--- config.mk ---
export PLATFORM = sky130hd
export DESIGN_NAME = leader_health_state_machine_top
export DESIGN_NICKNAME = d
export VERILOG_FILES = /design/src/rtl/lhsm_pkg.sv /design/src/rtl/lhsm_cfg.sv /design/src/rtl/lhsm_in_stage.sv /design/src/rtl/lhsm_core.sv /design/src/rtl/leader_health_state_machine_top.sv
export SDC_FILE = /design/constraint.sdc
export NUM_CORES = 1
export LEC_CHECK = 0
export ABC_AREA = 1
export BUFFER_PORTS_ARGS = -buffer_cell sky130_fd_sc_hd__buf_2
export CAP_MARGIN = 5
export CORE_ASPECT_RATIO = 0.6
export CORE_UTILIZATION = 39
export DETAILED_ROUTE_END_ITERATION = 10
export GPL_ROUTABILITY_DRIVEN = 0
export GPL_TIMING_DRIVEN = 0
export SLEW_MARGIN = 20
export SYNTH_ARGS = -nofsm -noshare
export SYNTH_HDL_FRONTEND = slang
export SYNTH_SLANG_ARGS = --single-unit
--- constraint.sdc ---
create_clock -name clk -period 6.3 [get_ports clk]
set_input_delay 0.315 -clock clk [delete_from_list [all_inputs] [get_ports clk]]
set_output_delay 0.315 -clock clk [all_outputs]
set_load 0.005 [all_outputs]
--- src/rtl/lhsm_pkg.sv ---
// ----------------------------------------------------------------------------
// lhsm_pkg
// Shared types and constants for the leader health supervisor.
// ----------------------------------------------------------------------------
package lhsm_pkg;

	localparam int unsigned NOW_W    = 48;
	localparam int unsigned TERM_W   = 32;
	localparam int unsigned CNT_W    = 8;
	localparam int unsigned GRACE_W  = 32;
	localparam int unsigned CMD_W    = 2;
	localparam int unsigned CFG_IDX_W = 2;
	localparam int unsigned CFG_DATA_W = 32;

	// s_axis_tdata: now_ms, term, spaces_failures, session_failures, monitor_stalled
	localparam int unsigned IN_BITS   = NOW_W + TERM_W + 2 * CNT_W + 1;
	localparam int unsigned IN_DATA_W = ((IN_BITS + 7) / 8) * 8;

	// m_axis_tdata: health_state, reason_code, since_ms, term_out, four flags
	localparam int unsigned ST_W      = 3;
	localparam int unsigned RS_W      = 4;
	localparam int unsigned OUT_BITS  = ST_W + RS_W + NOW_W + TERM_W + 4;
	localparam int unsigned OUT_DATA_W = ((OUT_BITS + 7) / 8) * 8;

	typedef enum logic [CMD_W-1:0] {
		CMD_FOLLOWER = 2'd0,
		CMD_GRACE    = 2'd1,
		CMD_PROBE    = 2'd2
	} cmd_t;

	typedef enum logic [ST_W-1:0] {
		ST_FOLLOWER  = 3'd0,
		ST_GRACE     = 3'd1,
		ST_HEALTHY   = 3'd2,
		ST_SUSPECT   = 3'd3,
		ST_UNHEALTHY = 3'd4
	} hstate_t;

	typedef enum logic [RS_W-1:0] {
		RS_FOLLOWER   = 4'd0,
		RS_GRACE      = 4'd1,
		RS_LATCHED    = 4'd2,
		RS_STALLED    = 4'd3,
		RS_PROBE1     = 4'd4,
		RS_PROBE2     = 4'd5,
		RS_PARTIAL    = 4'd6,
		RS_RECOVERING = 4'd7,
		RS_PASSED     = 4'd8
	} reason_t;

	typedef enum logic [CFG_IDX_W-1:0] {
		CFG_FAIL_THRESHOLD    = 2'd0,
		CFG_RECOVER_SUCCESSES = 2'd1,
		CFG_GRACE_MS          = 2'd2
	} cfg_idx_t;

	// Effective thresholds, zero already mapped to one
	typedef struct packed {
		logic [CNT_W-1:0]   fail_thr;
		logic [CNT_W-1:0]   suspect_thr;
		logic [CNT_W-1:0]   recover_thr;
		logic [GRACE_W-1:0] grace_ms;
	} cfg_t;

	typedef struct packed {
		logic [CMD_W-1:0]  command;
		logic [NOW_W-1:0]  now_ms;
		logic [TERM_W-1:0] term;
		logic [CNT_W-1:0]  spaces_failures;
		logic [CNT_W-1:0]  session_failures;
		logic              monitor_stalled;
	} item_t;

	localparam logic [CNT_W-1:0] FAIL_THR_RST    = 8'd3;
	localparam logic [CNT_W-1:0] RECOVER_THR_RST = 8'd3;
	localparam logic [GRACE_W-1:0] GRACE_MS_RST  = 32'd30000;
	localparam logic [CNT_W-1:0] CNT_ONE = 8'd1;
	localparam logic [CNT_W-1:0] CNT_MAX = 8'hFF;

endpackage

--- src/rtl/lhsm_cfg.sv ---
// ----------------------------------------------------------------------------
// lhsm_cfg
// Configuration registers; thresholds stored in their effective form.
// ----------------------------------------------------------------------------
module lhsm_cfg (
	input  logic                               clk,
	input  logic                               arst_n,
	input  logic                               cfg_we,
	input  logic [lhsm_pkg::CFG_IDX_W-1:0]     cfg_index,
	input  logic [lhsm_pkg::CFG_DATA_W-1:0]    cfg_data,
	output lhsm_pkg::cfg_t                     cfg
);

	logic [lhsm_pkg::CNT_W-1:0] wr_cnt;
	logic [lhsm_pkg::CNT_W-1:0] wr_eff;
	logic [lhsm_pkg::CNT_W-1:0] wr_half;

	assign wr_cnt  = cfg_data[lhsm_pkg::CNT_W-1:0];
	// zero acts as one
	assign wr_eff  = (wr_cnt == '0) ? lhsm_pkg::CNT_ONE : wr_cnt;
	assign wr_half = (wr_eff >> 1) == '0 ? lhsm_pkg::CNT_ONE : (wr_eff >> 1);

	always_ff @(posedge clk or negedge arst_n) begin
		if (!arst_n) begin
			cfg.fail_thr    <= lhsm_pkg::FAIL_THR_RST;
			cfg.suspect_thr <= lhsm_pkg::FAIL_THR_RST >> 1;
			cfg.recover_thr <= lhsm_pkg::RECOVER_THR_RST;
			cfg.grace_ms    <= lhsm_pkg::GRACE_MS_RST;
		end else if (cfg_we) begin
			case (cfg_index)
				lhsm_pkg::CFG_FAIL_THRESHOLD: begin
					cfg.fail_thr    <= wr_eff;
					cfg.suspect_thr <= wr_half;
				end
				lhsm_pkg::CFG_RECOVER_SUCCESSES: begin
					cfg.recover_thr <= wr_eff;
				end
				lhsm_pkg::CFG_GRACE_MS: begin
					cfg.grace_ms <= cfg_data[lhsm_pkg::GRACE_W-1:0];
				end
				default: begin
				end
			endcase
		end
	end

endmodule

--- src/rtl/lhsm_in_stage.sv ---
// ----------------------------------------------------------------------------
// lhsm_in_stage
// Input register: unpacks and holds one item for the update stage.
// ----------------------------------------------------------------------------
module lhsm_in_stage (
	input  logic                                clk,
	input  logic                                arst_n,
	input  logic                                s_axis_tvalid,
	output logic                                s_axis_tready,
	input  logic [lhsm_pkg::IN_DATA_W-1:0]      s_axis_tdata,
	input  logic [lhsm_pkg::CMD_W-1:0]          s_axis_tuser,
	input  logic                                adv,
	output logic                                valid_s1,
	output lhsm_pkg::item_t                     item_s1
);

	logic take;

	assign s_axis_tready = !valid_s1 || adv;
	assign take          = s_axis_tvalid && s_axis_tready;

	always_ff @(posedge clk or negedge arst_n) begin
		if (!arst_n) begin
			valid_s1 <= 1'b0;
		end else if (s_axis_tready) begin
			valid_s1 <= s_axis_tvalid;
		end
	end

	always_ff @(posedge clk) begin
		if (take) begin
			item_s1.command          <= s_axis_tuser;
			item_s1.now_ms           <= s_axis_tdata[47:0];
			item_s1.term             <= s_axis_tdata[79:48];
			item_s1.spaces_failures  <= s_axis_tdata[87:80];
			item_s1.session_failures <= s_axis_tdata[95:88];
			item_s1.monitor_stalled  <= s_axis_tdata[96];
		end
	end

endmodule

--- src/rtl/lhsm_core.sv ---
// ----------------------------------------------------------------------------
// lhsm_core
// Supervisor state, next-state logic and the result register.
// ----------------------------------------------------------------------------
module lhsm_core (
	input  logic                                clk,
	input  logic                                arst_n,
	input  lhsm_pkg::cfg_t                      cfg,
	input  logic                                valid_s1,
	input  lhsm_pkg::item_t                     item_s1,
	output logic                                adv,
	output logic                                m_axis_tvalid,
	input  logic                                m_axis_tready,
	output logic [lhsm_pkg::OUT_DATA_W-1:0]     m_axis_tdata
);

	lhsm_pkg::hstate_t            state_q, state_n;
	lhsm_pkg::reason_t            reason_q, reason_n;
	logic [lhsm_pkg::NOW_W-1:0]   since_q, since_n;
	logic [lhsm_pkg::TERM_W-1:0]  term_q, term_n;
	logic                         leader_q, leader_n;
	logic                         latch_q, latch_n;
	logic                         gmark_q, gmark_n;
	logic [lhsm_pkg::CNT_W-1:0]   streak_q, streak_n, streak_inc;
	logic [lhsm_pkg::NOW_W:0]     elapsed;
	logic                         open_n;
	logic                         upd;

	assign adv = !m_axis_tvalid || m_axis_tready;
	assign upd = valid_s1 && adv;

	assign streak_inc = (streak_q == lhsm_pkg::CNT_MAX) ? streak_q : streak_q + 8'd1;

	always_comb begin
		state_n  = state_q;
		reason_n = reason_q;
		term_n   = term_q;
		leader_n = leader_q;
		latch_n  = latch_q;
		gmark_n  = gmark_q;
		streak_n = streak_q;
		case (item_s1.command)
			lhsm_pkg::CMD_FOLLOWER, lhsm_pkg::CMD_GRACE: begin
				leader_n = item_s1.command[0];
				gmark_n  = item_s1.command[0];
				term_n   = item_s1.term;
				latch_n  = 1'b0;
				streak_n = '0;
				state_n  = item_s1.command[0] ? lhsm_pkg::ST_GRACE : lhsm_pkg::ST_FOLLOWER;
				reason_n = item_s1.command[0] ? lhsm_pkg::RS_GRACE : lhsm_pkg::RS_FOLLOWER;
			end
			lhsm_pkg::CMD_PROBE: begin
				term_n   = item_s1.term;
				leader_n = 1'b1;
				gmark_n  = 1'b0;
				if (latch_q) begin
					state_n  = lhsm_pkg::ST_UNHEALTHY;
					reason_n = lhsm_pkg::RS_LATCHED;
				end else if (item_s1.monitor_stalled) begin
					latch_n  = 1'b1;
					state_n  = lhsm_pkg::ST_UNHEALTHY;
					reason_n = lhsm_pkg::RS_STALLED;
				end else if (item_s1.spaces_failures >= cfg.fail_thr) begin
					latch_n  = 1'b1;
					state_n  = lhsm_pkg::ST_UNHEALTHY;
					reason_n = lhsm_pkg::RS_PROBE1;
				end else if (item_s1.session_failures >= cfg.fail_thr) begin
					latch_n  = 1'b1;
					state_n  = lhsm_pkg::ST_UNHEALTHY;
					reason_n = lhsm_pkg::RS_PROBE2;
				end else if (item_s1.spaces_failures >= cfg.suspect_thr ||
						item_s1.session_failures >= cfg.suspect_thr) begin
					streak_n = '0;
					state_n  = lhsm_pkg::ST_SUSPECT;
					reason_n = lhsm_pkg::RS_PARTIAL;
				end else begin
					streak_n = streak_inc;
					if (state_q == lhsm_pkg::ST_SUSPECT && streak_inc < cfg.recover_thr) begin
						state_n  = lhsm_pkg::ST_SUSPECT;
						reason_n = lhsm_pkg::RS_RECOVERING;
					end else begin
						state_n  = lhsm_pkg::ST_HEALTHY;
						reason_n = lhsm_pkg::RS_PASSED;
					end
				end
			end
			default: begin
				// unknown command: state held
			end
		endcase
	end

	// since only moves on an actual state change
	assign since_n = (state_n != state_q) ? item_s1.now_ms : since_q;

	// borrow out of the top bit means now is before entry: window still open
	assign elapsed = {1'b0, item_s1.now_ms} - {1'b0, since_n};
	assign open_n  = (state_n == lhsm_pkg::ST_GRACE) &&
		(elapsed[lhsm_pkg::NOW_W] ||
		 elapsed[lhsm_pkg::NOW_W-1:0] < {16'd0, cfg.grace_ms});

	always_ff @(posedge clk or negedge arst_n) begin
		if (!arst_n) begin
			state_q       <= lhsm_pkg::ST_FOLLOWER;
			reason_q      <= lhsm_pkg::RS_FOLLOWER;
			since_q       <= '0;
			term_q        <= '0;
			leader_q      <= 1'b0;
			latch_q       <= 1'b0;
			gmark_q       <= 1'b0;
			streak_q      <= '0;
			m_axis_tvalid <= 1'b0;
		end else begin
			if (upd) begin
				state_q  <= state_n;
				reason_q <= reason_n;
				since_q  <= since_n;
				term_q   <= term_n;
				leader_q <= leader_n;
				latch_q  <= latch_n;
				gmark_q  <= gmark_n;
				streak_q <= streak_n;
			end
			if (adv) begin
				m_axis_tvalid <= valid_s1;
			end
		end
	end

	always_ff @(posedge clk) begin
		if (upd) begin
			m_axis_tdata <= {5'd0, open_n, gmark_n, latch_n, leader_n, term_n,
				since_n, reason_n, state_n};
		end
	end

endmodule

--- src/rtl/leader_health_state_machine_top.sv ---
// ----------------------------------------------------------------------------
// leader_health_state_machine_top
// Leader health supervisor: role commands and probe reports in, one status out.
// ----------------------------------------------------------------------------
// Each input transfer carries a command on s_axis_tuser (enter follower, enter
// leader grace, probe report); command 3 changes nothing and still gives a
// result. Every input transfer yields exactly one output transfer with the
// state after the item, the reason for it, the time the state was entered,
// the stored term, the leader, latch and grace flags, and whether the grace
// window is open at the item's own time. Each item passes the input register,
// then the result register; one item is taken per cycle while the output
// is not held back, the rate being set by the update of the supervisor state
// from the input register into the result register. A result waiting on
// m_axis_tready stalls the input side only while both the input and result
// registers are full.
// Configuration writes (cfg_we, cfg_index, cfg_data) take effect on the next
// edge and should only be made while the block is idle; a threshold of zero
// behaves as one.
// ----------------------------------------------------------------------------
module leader_health_state_machine_top (
	input  logic                                clk,
	input  logic                                arst_n,
	// configuration: 0 fail_threshold, 1 recover_successes, 2 grace_ms
	input  logic                                cfg_we,
	input  logic [lhsm_pkg::CFG_IDX_W-1:0]      cfg_index,
	input  logic [lhsm_pkg::CFG_DATA_W-1:0]     cfg_data,
	input  logic                                s_axis_tvalid,
	output logic                                s_axis_tready,
	// now_ms[47:0], term[79:48], spaces_failures[87:80],
	// session_failures[95:88], monitor_stalled[96], zero pad
	input  logic [lhsm_pkg::IN_DATA_W-1:0]      s_axis_tdata,
	// command[1:0]
	input  logic [lhsm_pkg::CMD_W-1:0]          s_axis_tuser,
	output logic                                m_axis_tvalid,
	input  logic                                m_axis_tready,
	// health_state[2:0], reason_code[6:3], since_ms[54:7], term_out[86:55],
	// is_leader[87], latched[88], grace_flag[89], in_grace[90], zero pad
	output logic [lhsm_pkg::OUT_DATA_W-1:0]     m_axis_tdata
);

	lhsm_pkg::cfg_t  cfg;
	lhsm_pkg::item_t item_s1;
	logic            valid_s1;
	logic            adv;

	// effective thresholds, precomputed at write time
	lhsm_cfg u_cfg (
		.clk       (clk),
		.arst_n    (arst_n),
		.cfg_we    (cfg_we),
		.cfg_index (cfg_index),
		.cfg_data  (cfg_data),
		.cfg       (cfg)
	);

	// input register; frees as soon as the update stage can take its item
	lhsm_in_stage u_in (
		.clk           (clk),
		.arst_n        (arst_n),
		.s_axis_tvalid (s_axis_tvalid),
		.s_axis_tready (s_axis_tready),
		.s_axis_tdata  (s_axis_tdata),
		.s_axis_tuser  (s_axis_tuser),
		.adv           (adv),
		.valid_s1      (valid_s1),
		.item_s1       (item_s1)
	);

	// state update and result register
	lhsm_core u_core (
		.clk           (clk),
		.arst_n        (arst_n),
		.cfg           (cfg),
		.valid_s1      (valid_s1),
		.item_s1       (item_s1),
		.adv           (adv),
		.m_axis_tvalid (m_axis_tvalid),
		.m_axis_tready (m_axis_tready),
		.m_axis_tdata  (m_axis_tdata)
	);

endmodule
== Yosys cells after proc, flatten, opt, wreduce, memory -nomap -nowiden ==
Cells that the tools add are included.
Word-level totals
  input bits: 145
  output and inout port bits: 98
  register bits after elaboration: 346
  word-level logic and storage cells: 96
Operators by class
  reduce and logical (&&, ||, !) cells: 21
  mux-type cells: 34
  magnitude comparators: 6
  $add $sub $neg: 2
  equal/unequal tests: 12
Operators by type and width (count)
  two-way mux 8 bit: 7
  subtractor 48 x 48 -> 49 bit: 1
  < comparator 48 x 32 -> 1 bit: 1
  two-way mux 48 bit: 1
  greater-or-equal comparator 8 bit: 4
  two-way mux 32 bit: 1
  two-way mux 4 bit: 6
  zero test 8 bit: 2
  one-hot mux 8 bit (2 select lines): 1
  two-way mux 3 bit: 5
  adder 8 x 1 -> 8 bit, second input constant: 1
  == test 8 bit, second input constant: 1
  < comparator 8 bit: 1
  != test 2 bit, second input constant: 4
  one-hot mux 4 bit (2 select lines): 1
  two-way mux 1 bit: 7
  two-way mux 7 bit: 1
  one-hot mux 1 bit (2 select lines): 3
  one-hot mux 3 bit (2 select lines): 1
  AND reduction 2 bit: 3
  AND reduction 6 bit: 1
  == test 2 x 1 -> 1 bit, second input constant: 2
  == test 2 bit, second input constant: 2
  logical AND 1 bit: 4
  9 further kinds: 14

== Logic depth before layout (Yosys ltp) ==
Gate-level depths: netlist of the first run.
  depth in word-level cells: 17
  mapped depth: 53
  depth with buffers taken out: 53

== Cells and area by module ==
From an unflattened synthesis of the first run, not the netlist that was laid out.
Unflattened totals
  cell total of the unflattened synthesis: 1901
  area, all modules: 17794.6 um^2
By module, submodules not included
  lhsm_core: times used 1, area an instance 12733.5 um^2, cells each 1580, seq. area each 5210.0 um^2
  lhsm_in_stage: times used 1, area an instance 3017.9 um^2, cells each 105, seq. area each 2997.9 um^2
  lhsm_cfg: times used 1, area an instance 2043.2 um^2, cells each 216, seq. area each 1266.2 um^2

== Least setup slack after synthesis of the first run ==
No wires, ideal clock.
  kind: reg2reg
  start point: register u_core.streak_q[2] (netlist name)
  end point: register u_core.m_axis_tdata[90] (netlist name) (data pin)
  stages on the path, launching flop included: 47
  arrival time: 6161 ps
  path buffers: 1
  clock period less this slack: 6420 ps
  required time: 6041 ps
  slack: -120 ps
  setup time: 259 ps
  cell sequence: dfrtp_1 > nand3_1 > nor2_1 > nand2_1 > nor2_1 > xnor2_1 > nand2_1 > ha_1 > nand2_1 > nand4_1 > a31o_2 > a31oi_1 > nand2_1 > nand2_2 > nand2_4 > nand2_4 > nand3_4 > nand2_1 > [... 11 more ...] > nand2_1 > o21ai_4 > a21o_1 > a21oi_1 > xnor2_1 > ha_1 > nand2_1 > inv_1 > nand3_1 > nor3_1 > nor4b_1 > a221oi_1 > nand3_1 > nor2_1 > nand3_1 > nor2_1 > nand2_1 > a21oi_2
Between the ends
  cells in the longest elaborated chain, start to end: 17
  elaborated cells between the ends (all ways): 19
  those cells by class: add/sub (2); order compare (2); eq/ne (3); mux (9); reduce/logical (3)
RTL lines
  from (decl): line lhsm_core.sv:24  | logic [lhsm_pkg::CNT_W-1:0] streak_q, streak_n, streak_inc;
  from (signal assigned): line lhsm_core.sv:122  | streak_q <= streak_n;
  adder 8 x 1 -> 8 bit / == test 8 bit (equally long branches): line lhsm_core.sv:32  | assign streak_inc = (streak_q == lhsm_pkg::CNT_MAX) ? streak_q : streak_q + 8'd1;
  two-way mux 8 bit *: line lhsm_core.sv:32
  < comparator 8 bit *: line lhsm_core.sv:78  | if (state_q == lhsm_pkg::ST_SUSPECT && streak_inc < cfg.recover_thr) begin
  logical AND 1 bit *: line lhsm_core.sv:78
  two-way mux 1 bit *: line lhsm_core.sv:78
  two-way mux 3 bit *: line lhsm_core.sv:71  | end else if (item_s1.spaces_failures >= cfg.suspect_thr ||
  two-way mux 3 bit *: line lhsm_core.sv:67  | end else if (item_s1.session_failures >= cfg.fail_thr) begin
  two-way mux 3 bit *: line lhsm_core.sv:63  | end else if (item_s1.spaces_failures >= cfg.fail_thr) begin
  [... 3 more ...]
  != test 3 bit *: line lhsm_core.sv:94  | assign since_n = (state_n != state_q) ? item_s1.now_ms : since_q;
  two-way mux 48 bit *: line lhsm_core.sv:94
  via u_core.since_n (one bit): line lhsm_core.sv:19  | logic [lhsm_pkg::NOW_W-1:0] since_q, since_n;
  subtractor 48 x 48 -> 49 bit *: line lhsm_core.sv:97  | assign elapsed = {1'b0, item_s1.now_ms} - {1'b0, since_n};
  < comparator 48 x 32 -> 1 bit: line lhsm_core.sv:100  | elapsed[lhsm_pkg::NOW_W-1:0] < {16'd0, cfg.grace_ms});
  logical OR 1 bit *: line lhsm_core.sv:99  | (elapsed[lhsm_pkg::NOW_W] ||
  logical AND 1 bit *: line lhsm_core.sv:98  | assign open_n = (state_n == lhsm_pkg::ST_GRACE) &&
  via u_core.open_n: line lhsm_core.sv:26  | logic open_n;
  to (signal assigned): line lhsm_core.sv:132  | m_axis_tdata <= {5'd0, open_n, gmark_n, latch_n, leader_n, term_n,
  to (decl): line lhsm_core.sv:14  | output logic [lhsm_pkg::OUT_DATA_W-1:0] m_axis_tdata
The timed path passes the listed nets; every way through them passes the cells marked *.
A chain may end at the register's enable or synchronous reset.

== Final worst setup path of the first run ==
  start point: register u_core.streak_q[0] (netlist name)
  end point: register u_core.m_axis_tdata[90] (netlist name) (data pin)
Between the ends
  cells in the longest elaborated chain, start to end: 17
  elaborated cells between the ends (all ways): 19
  those cells by class: add/sub (2); order compare (2); eq/ne (3); mux (9); reduce/logical (3)
RTL lines
  adder 8 x 1 -> 8 bit / == test 8 bit (equally long branches): line lhsm_core.sv:32
  two-way mux 8 bit *: line lhsm_core.sv:32
  < comparator 8 bit *: line lhsm_core.sv:78
  logical AND 1 bit *: line lhsm_core.sv:78
  two-way mux 1 bit *: line lhsm_core.sv:78
  two-way mux 3 bit *: line lhsm_core.sv:71
  two-way mux 3 bit *: line lhsm_core.sv:67
  two-way mux 3 bit *: line lhsm_core.sv:63
  [... 2 more ...]
  one-hot mux 3 bit (2 select lines) *: line lhsm_core.sv:42  | case (item_s1.command)
  != test 3 bit: line lhsm_core.sv:94
  two-way mux 48 bit: line lhsm_core.sv:94
  subtractor 48 x 48 -> 49 bit: line lhsm_core.sv:97
  < comparator 48 x 32 -> 1 bit: line lhsm_core.sv:100
  logical OR 1 bit: line lhsm_core.sv:99
  logical AND 1 bit *: line lhsm_core.sv:98
  via u_core.open_n: line lhsm_core.sv:26
Marked as above.

==> summary.txt, run 1 <==
Yosys
  • Xor-xnor portion of the synthesized cell area: 0.0189
  • Post-Synth Simple-Gate Area: 0.156
  • Adder-Cell Fraction of Synth Area: 0.0865
  • Syn Inst Count: between 1500 and 2000
  • Post-Syn Area: around 18000 µm²
  • Mean Syn Cell Area: around 9.5 µm²
  • Synth top area share: 0.324
  • Top post-synthesis cells by count: nand2_1 (331), inv_1 (270), o21ai_0 (230), edfxtp_1 (190), dfrtp_1 (137)
  • Main area contributors after synthesis: edfxtp_1 (32%), dfrtp_1 (19%), ha_1 (8.5%)
  • Top-count cell post-synth: nand2_1
  • Fraction of registers with async set/reset: 0.440
  • EDFF count, synth: 190
  • Main combinational cell family by area after synthesis: simple AND/OR/NAND/NOR gates
  • Post-synthesis sequential area ratio: 0.537
  • Synth Area in Compound Gates: 0.131
  • Mux share of post-synthesis cell area: 0.000640
  • Most common flop cell mapped by yosys: edfxtp_1
  • Area leader, netlist: edfxtp_1
  • Yosys warning count: 0
  • Netlist cell types: 59
  • #FFs+latches synth: 339

CTS
  • Worst skew pair latency: 0.56 ns
  • CTS Buffer Depth: 3
  • Clock Sinks: 339
  • CTS tree: yes
  • Clock transition at path regs: 0.07 ns
  • Number of H-tree levels: 2
  • CTS Root Cell: clkbuf_16
  • CTS buffer count: 35

Floorplanning
  • Die H: about 170 µm
  • Row cnt: 59
  • Chip width: 276 µm
  • Top Ports: between 200 and 250
  • Starting Density: 0.401
  • Die ar.: 46000 µm²
  • Core area: ~44000 µm²

Cells and area
  • Final Non-Filler Cells: 2906
  • # nets final: 2566
  • N_diodes: 0
  • Layout cells sized above 1: 0.239
  • Fillers: between 3000 and 4000
  • Layout overhead on the synthesized area: 29.8%

Setup path
  • Reg2reg start: u_core.streak_q[0]
  • Slowest CP cell: dfrtp_2
  • Critical path's largest stage delay: 0.41 ns
  • Crit-path max FO: 7
  • Worst EP arrival: around 7.2 ns
  • Crit path from: u_core.streak_q[0]
  • WS Path Type: reg2reg
  • CP endpoint kind: flop
  • Worst setup SP type: flop
  • Crit path top cell by count: nand2_1
  • CP required: 6.67 ns

Drt
  • WL final: 50400 µm
  • Vias per inst: 5.04
  • Vias: 14600
  • Wirelength per Cell: 17.3 µm
  • First-iteration detailed-routing DRC count: 1145
  • DR pass1 iterations: 6
  • # DRC: 0
  • Post-route ant nets: 0

Timing
  • PnR worst setup slack: -0.506 ns
  • FMAX: 147 MHz
  • RSZ-0062 raised after global routing: true
  • Tcrit/Tclk final: 1.08
  • Hold Worst Slack: 0.0229 ns
  • Slew @ Worst Pin: slightly below 0.9 ns
  • Max_slew headroom: 0.407
  • Clock skew: 0.0208 ns
  • Final count of hold timing violations: 0
  • Slew Viols, Final: 0
  • Setup violations, final: 1
  • Post-layout min period: 6.81 ns

Pwr
  • Int Pwr: between 5 and 6 mW
  • Switch Pwr: roughly 3.8 mW
  • Leakage power: around 10 nW
  • Combinational Power Share: 0.459
  • Power density cells: 420 nW/µm²
  • IR drop worst, VDD: 0.197 mV
  • Switch share: 0.394
  • Final Power: 9.60 mW
  • Clock power frac: 0.218
  • Sequential Power Share: 0.323

Global routing
  • Global-route wire length before repair: between 70000 and 80000 µm
  • Initial antenna violation count: 0
  • Grt ovf: 0
  • GRT Util Overall: 0.216
  • Pin count of the biggest net entering global routing: 91
  • Number of global-route vias before repair: approximately 15000

Run
  • Max-cap viol count: 0

Place
  • Placed cell count: 2678
  • Port bufs: 230
  • Detail Placement HPWL: 36700 µm

Min path
  • Worst min-delay path startpoint: cfg_data[8]
  • Tightest Hold Check Type: in2reg

Status
  • Failing checks: setup timing
  • Outcome: complete, but fails checks
## layout by cell type (no fill, tap or decap), types with 12 or more instances in the layout
cell type / instances
a21oi_1: 116
clkbuf_1: 42
dfstp_2: 12
nor2_1: 111
dlygate4sd3_1: 101
xor2_1: 20
ha_2: 14
ha_1: 100
o21ai_0: 207
xnor2_1: 12
buf_2: 231
nand2_4: 12
or2_2: 41
nand2_1: 320
buf_4: 67
nand3_1: 34
edfxtp_1: 190
clkbuf_16: 36
dfrtp_1: 135
nor3_1: 15
nand4_1: 15
nand2_2: 22
inv_1: 265
## worst max-delay path: cells and delay by family, from the launching register on
kind	cells	cell delay, ns
XOR/XNOR	2	0.33
AND/OR/NAND/NOR	25	2.41
flip-flops	1	0.41
buffers and inverters	7	0.65
AO/OA/AOI/OAI	11	2.06
adder cells (fa/ha/maj)	3	0.74
## layout make-up
type,count,area (µm²),share of cell area
Buffer,49,235,0.0103
Clock buffer,50,1010,0.0443
Clock inverter,14,133,0.00581
Inverter,273,1040,0.0454
Multi-Input combinational cell,1204,7480,0.328
Sequential cell,339,9450,0.414
Tap cell,579,724,0.0317
Timing Repair Buffer,398,2760,0.121
## layer usage
layer | vias up | GRT usage | routed length [µm]
li1 | 7138 | - | -
met1 | 6976 | 0.305 | 23500
met2 | 443 | 0.325 | 21700
met3 | 82 | 0.0589 | 4000
met4 | 0 | 0.0581 | 1140
met5 | - | 0 | 0
## cells by family (layout without fill, tap and decap cells)
family / count (synthesis) / in the layout
adders and majority gates: 121 / 121
and+or+nand+nor: 612 / 612
other: 1 / 5
xor gates and xnor gates: 38 / 38
AOI/OAI and AO/OA: 427 / 427
DFF: 339 / 339
buffers and inverters: 322 / 784
muxes: 1 / 1
## worst paths after layout
check                      depth (start not counted)  slack [ns]                       to
max                                               48       -0.51  u_core.m_axis_tdata[90]
min                                                3        0.02             u_cfg.cfg[8]
max reg2reg                                       48       -0.51  u_core.m_axis_tdata[90]
min reg2reg                                        2        0.48          u_core.leader_q
max in group asynchronous                          3        5.12        u_core.term_q[23]
min in group asynchronous                          2        0.32       u_core.since_q[19]
## state kept, by name, indices dropped and copies added (netlist names)
register	count
u_cfg.cfg	49
u_core.since_q	48
u_core.leader_q	1
u_core.latch_q	1
u_core.m_axis_tdata	91
u_core.reason_q	4
u_core.gmark_q	1
u_in.valid_s1	1
u_core.streak_q	8
u_core.m_axis_tvalid	1
u_in.item_s1	99
u_core.state_q	3
u_core.term_q	32
## stage by stage
stage / setup WS [ns] / utilization / area (µm²) / TNS (ns)
after floorplan: 0.0161 / - / 17600 / 0
after global placement: -1.73 / 0.444 / 19500 / -23.66
after detailed placement: -1.81 / 0.447 / 19600 / -1.81
after CTS: -0.511 / 0.508 / 22300 / -0.511
after global routing: -0.881 / 0.520 / 22800 / -0.881
final: -0.506 / 0.520 / 22800 / -0.506
## repair_timing
item | in CTS | in global routing
endpoints found under the hold margin | 153 | 0
gates resized for setup | 71 | 81
setup buffers | 39 | 24
setup endpoints to repair | 1 | 1
hold buffers | 101 | 0
pin swaps | 44 | 49
## power by group through the flow
stage	combinational [mW]	clock [mW]	sequential, mW
2_1_floorplan	2.47	0	3.10
3_3_place_gp	3.49	0	3.14
3_5_place_dp	3.60	0	3.12
4_1_cts	3.99	2.15	3.09
5_1_grt	4.87	2.24	3.15
6_report	4.40	2.10	3.10
(Power assumes the default switching activity.)
==> inputs of run 2 (changes only) <==
--- a/config.mk
+++ b/config.mk
@@ -7,7 +7,6 @@
 export LEC_CHECK = 0
 export ABC_AREA = 1
 export BUFFER_PORTS_ARGS = -buffer_cell sky130_fd_sc_hd__buf_2
-export CAP_MARGIN = 5
 export CORE_ASPECT_RATIO = 0.6
 export CORE_UTILIZATION = 39
 export DETAILED_ROUTE_END_ITERATION = 10
@@ -16,4 +15,5 @@
 export SLEW_MARGIN = 20
 export SYNTH_ARGS = -nofsm -noshare
 export SYNTH_HDL_FRONTEND = slang
+export SYNTH_HIERARCHICAL = 1
 export SYNTH_SLANG_ARGS = --single-unit
==> summary.txt, run 2 <==
Global routing
  • Grt ovf: 0
  • Initial antenna violation count: 1
  • Number of global-route vias before repair: 14600
  • Pin count of the biggest net entering global routing: 90
  • GRT Util Overall: 0.213
  • Global-route wire length before repair: roughly 78000 µm

Timing
  • Setup violations, final: 1
  • Clock skew: 0.0272 ns
  • Final count of hold timing violations: 0
  • Slew @ Worst Pin: 0.798 ns
  • PnR worst setup slack: -0.726 ns
  • RSZ-0062 raised after global routing: true
  • Tcrit/Tclk final: 1.12
  • FMAX: 142 MHz
  • Max_slew headroom: 0.467
  • Post-layout min period: 7.03 ns
  • Setup TNS Final: -0.726 ns
  • Slew Viols, Final: 0

Status
  • Outcome: complete, but fails checks
  • Failing checks: setup timing

Setup path
  • Reg2reg start: u_core/streak_q[1]
  • Cells on worst reg2reg path: 44
  • Reg2reg end: u_core/m_axis_tdata[90]
  • Crit path top cell by count: nand2_1
  • Crit path from: u_core/streak_q[1]
  • Crit-path max FO: 7
  • CP endpoint kind: flop
  • Worst setup SP type: flop
  • Worst EP arrival: 7.41 ns
  • WS Path Type: reg2reg
  • CP required: 6.68 ns
  • Critical path's largest stage delay: around 0.43 ns
  • Reg-to-reg setup timing slack: -0.73 ns
  • Slowest CP cell: dfrtp_1

Min path
  • Worst hold endpoint: u_cfg/cfg[13]
  • Hold Crit Depth: 3
  • Worst min-delay path startpoint: cfg_data[13]
  • Tightest Hold Check Type: in2reg

Cells and area
  • Footprint of the multi-input gates: roughly 7400 µm²
  • Layout overhead on the synthesized area: 30.6%
  • # nets final: 2620
  • Commonest non-fill, non-tap cell in the layout: nand2_1
  • Register Area: around 9500 µm²
  • Layout cells sized above 1: 0.244
  • Top flop regs: u_in/item_s1 x99, u_core/m_axis_tdata x91, u_cfg/cfg x50
  • Max FFs per register: 99
  • Commonest non-fill, non-tap cells in the layout: nand2_1 (362), inv_1 (287), buf_2 (232)
  • Largest Register: u_in/item_s1
  • Fillers: 4104

Yosys
  • Post-Syn Area: 17800 µm²
  • #FFs+latches synth: 340
  • EDFF count, synth: 190
  • Fraction of registers with async set/reset: 0.441
  • Mean Syn Cell Area: 9.36 µm²
  • Netlist cell types: 57
  • Top-count cell post-synth: nand2_1
  • Synth top area share: 0.321
  • Area leader, netlist: edfxtp_1
  • Syn Inst Count: ~1900
  • Most common flop cell mapped by yosys: edfxtp_1
  • Post-synthesis sequential area ratio: 0.532
  • Top post-synthesis cells by count: nand2_1 (367), inv_1 (291), o21ai_0 (237), edfxtp_1 (190), dfrtp_1 (138)
  • Yosys warning count: 6
  • Main area contributors after synthesis: edfxtp_1 (32%), dfrtp_1 (19%), ha_1 (8.6%)

Drt
  • Post-route ant nets: 0
  • Vias per inst: 5.05
  • Vias: approximately 15000
  • First-iteration detailed-routing DRC count: 1152
  • WL final: 50500 µm
  • DR pass1 iterations: 6
  • # DRC: 0
  • Wirelength per Cell: 17.0 µm

CTS
  • Worst skew pair latency: ~0.54 ns
  • Number of H-tree levels: 2
  • CTS Root Cell: clkbuf_16
  • Clock transition at path regs: 0.06 ns
  • Clock Sinks: 340
  • CTS Buffer Depth: 3
  • CTS buffer count: 35
  • CTS tree: yes

Pwr
  • Final Power: 8.59 mW
  • Leakage power: 10.6 nW
  • Power density cells: 370 nW/µm²
  • IR drop worst, VDD: 0.174 mV

Floorplanning
  • Row cnt: 60
  • Core area: 44900 µm²
  • Top Ports: 243
  • Die H: 167 µm
  • Die ar.: 46500 µm²
  • Chip width: around 280 µm
  • Starting Density: 0.396

Place
  • Port bufs: 230
  • Detail Placement HPWL: 36800 µm

Run
  • Max-cap viol count: 0
[run 2: cell types whose count changed after synthesis, sizes merged, moves of 4 or more]
cell / delta
a21oi: -22
buf: +11
clkbuf: -4
inv: +23
nand2: +44
nand3: -4
nor2: -19
o21a: -4
o21ai: +25
xnor2: -5
[run 2: power breakdown]
part | leakage [nW] | internal (mW) | switching [mW]
Sequential | 3.68 | 2.79 | 0.173
Combinational | 6.39 | 1.40 | 2.10
Clock | 0.568 | 1.25 | 0.883
Total | 10.6 | 5.44 | 3.15
[run 2: worst max path at each step]
stage	slack [ns]	to
after detailed placement	-1.91	u_core/m_axis_tdata[90]
after global routing	-1.12	u_core/m_axis_tdata[90]
after floorplan	0.04	u_core/m_axis_tdata[90]
after CTS	-0.76	u_core/m_axis_tdata[90]
final	-0.73	u_core/m_axis_tdata[90]
after global placement	-2.93	u_in/item_s1[66]
[run 2: what timing repair did]
item | 4_1_cts | 5_1_grt
hold buffers | 102 | 0
setup endpoints to repair | 1 | 1
pin swaps | 33 | 61
resized for setup | 59 | 92
buffers inserted | 43 | 27
hold endpoints to repair | 160 | 0
[run 2: routing by layer]
layer	routed length [µm]	up-vias	global-route usage
li1	-	7251	-
met1	23400	7210	0.303
met2	22800	458	0.331
met3	3420	68	0.0463
met4	943	0	0.0483
met5	0	-	0
[run 2: cell type report]
| cell class | instances | area share |
|---|---|---|
| buffer | 56 | 0.0149 |
| clock buffer | 54 | 0.0455 |
| sequential | 340 | 0.408 |
| inverter | 296 | 0.0480 |
| multi-input combinational | 1213 | 0.321 |
| timing repair buffer | 410 | 0.126 |
| antenna | 1 | 0.000108 |
| tap | 589 | 0.0317 |
| clock inverter | 9 | 0.00517 |
[run 2: through the flow]
step	std cells	utilization	area (µm²)	hold slack (ns)	setup WS, ns
CTS	2940	0.506	22700	0.00120	-0.757
global placement	2724	0.439	19700	0.460	-2.93
detailed placement	2732	0.444	19900	0.297	-1.91
finish	2968	0.518	23200	0.0181	-0.726
floorplan	1905	-	17800	0.0194	0.0374
global route	2967	0.518	23200	0.0127	-1.12
[run 2: worst max-delay path, delay by kind of cell (launching register included)]
family          cells  cell delay [ns]
xor+xnor            1             0.22
buf+inv             4             0.46
fa+ha+maj           4             1.18
compound gates     14             2.28
flops               1             0.43
simple gates       21             2.27
[run 2: logic make-up (layout without fill, tap and decap cells)]
kind of cell | count (synthesis) | after routing | share of synthesized area
AOI/OAI and AO/OA | 426 | 426 | 0.130
xor gates and xnor gates | 36 | 36 | 0.0177
adders and majority gates | 123 | 123 | 0.0869
buffers and inverters | 352 | 825 | 0.0778
DFF | 340 | 340 | 0.532
other | 2 | 7 | 0.000422
and+or+nand+nor | 622 | 622 | 0.155
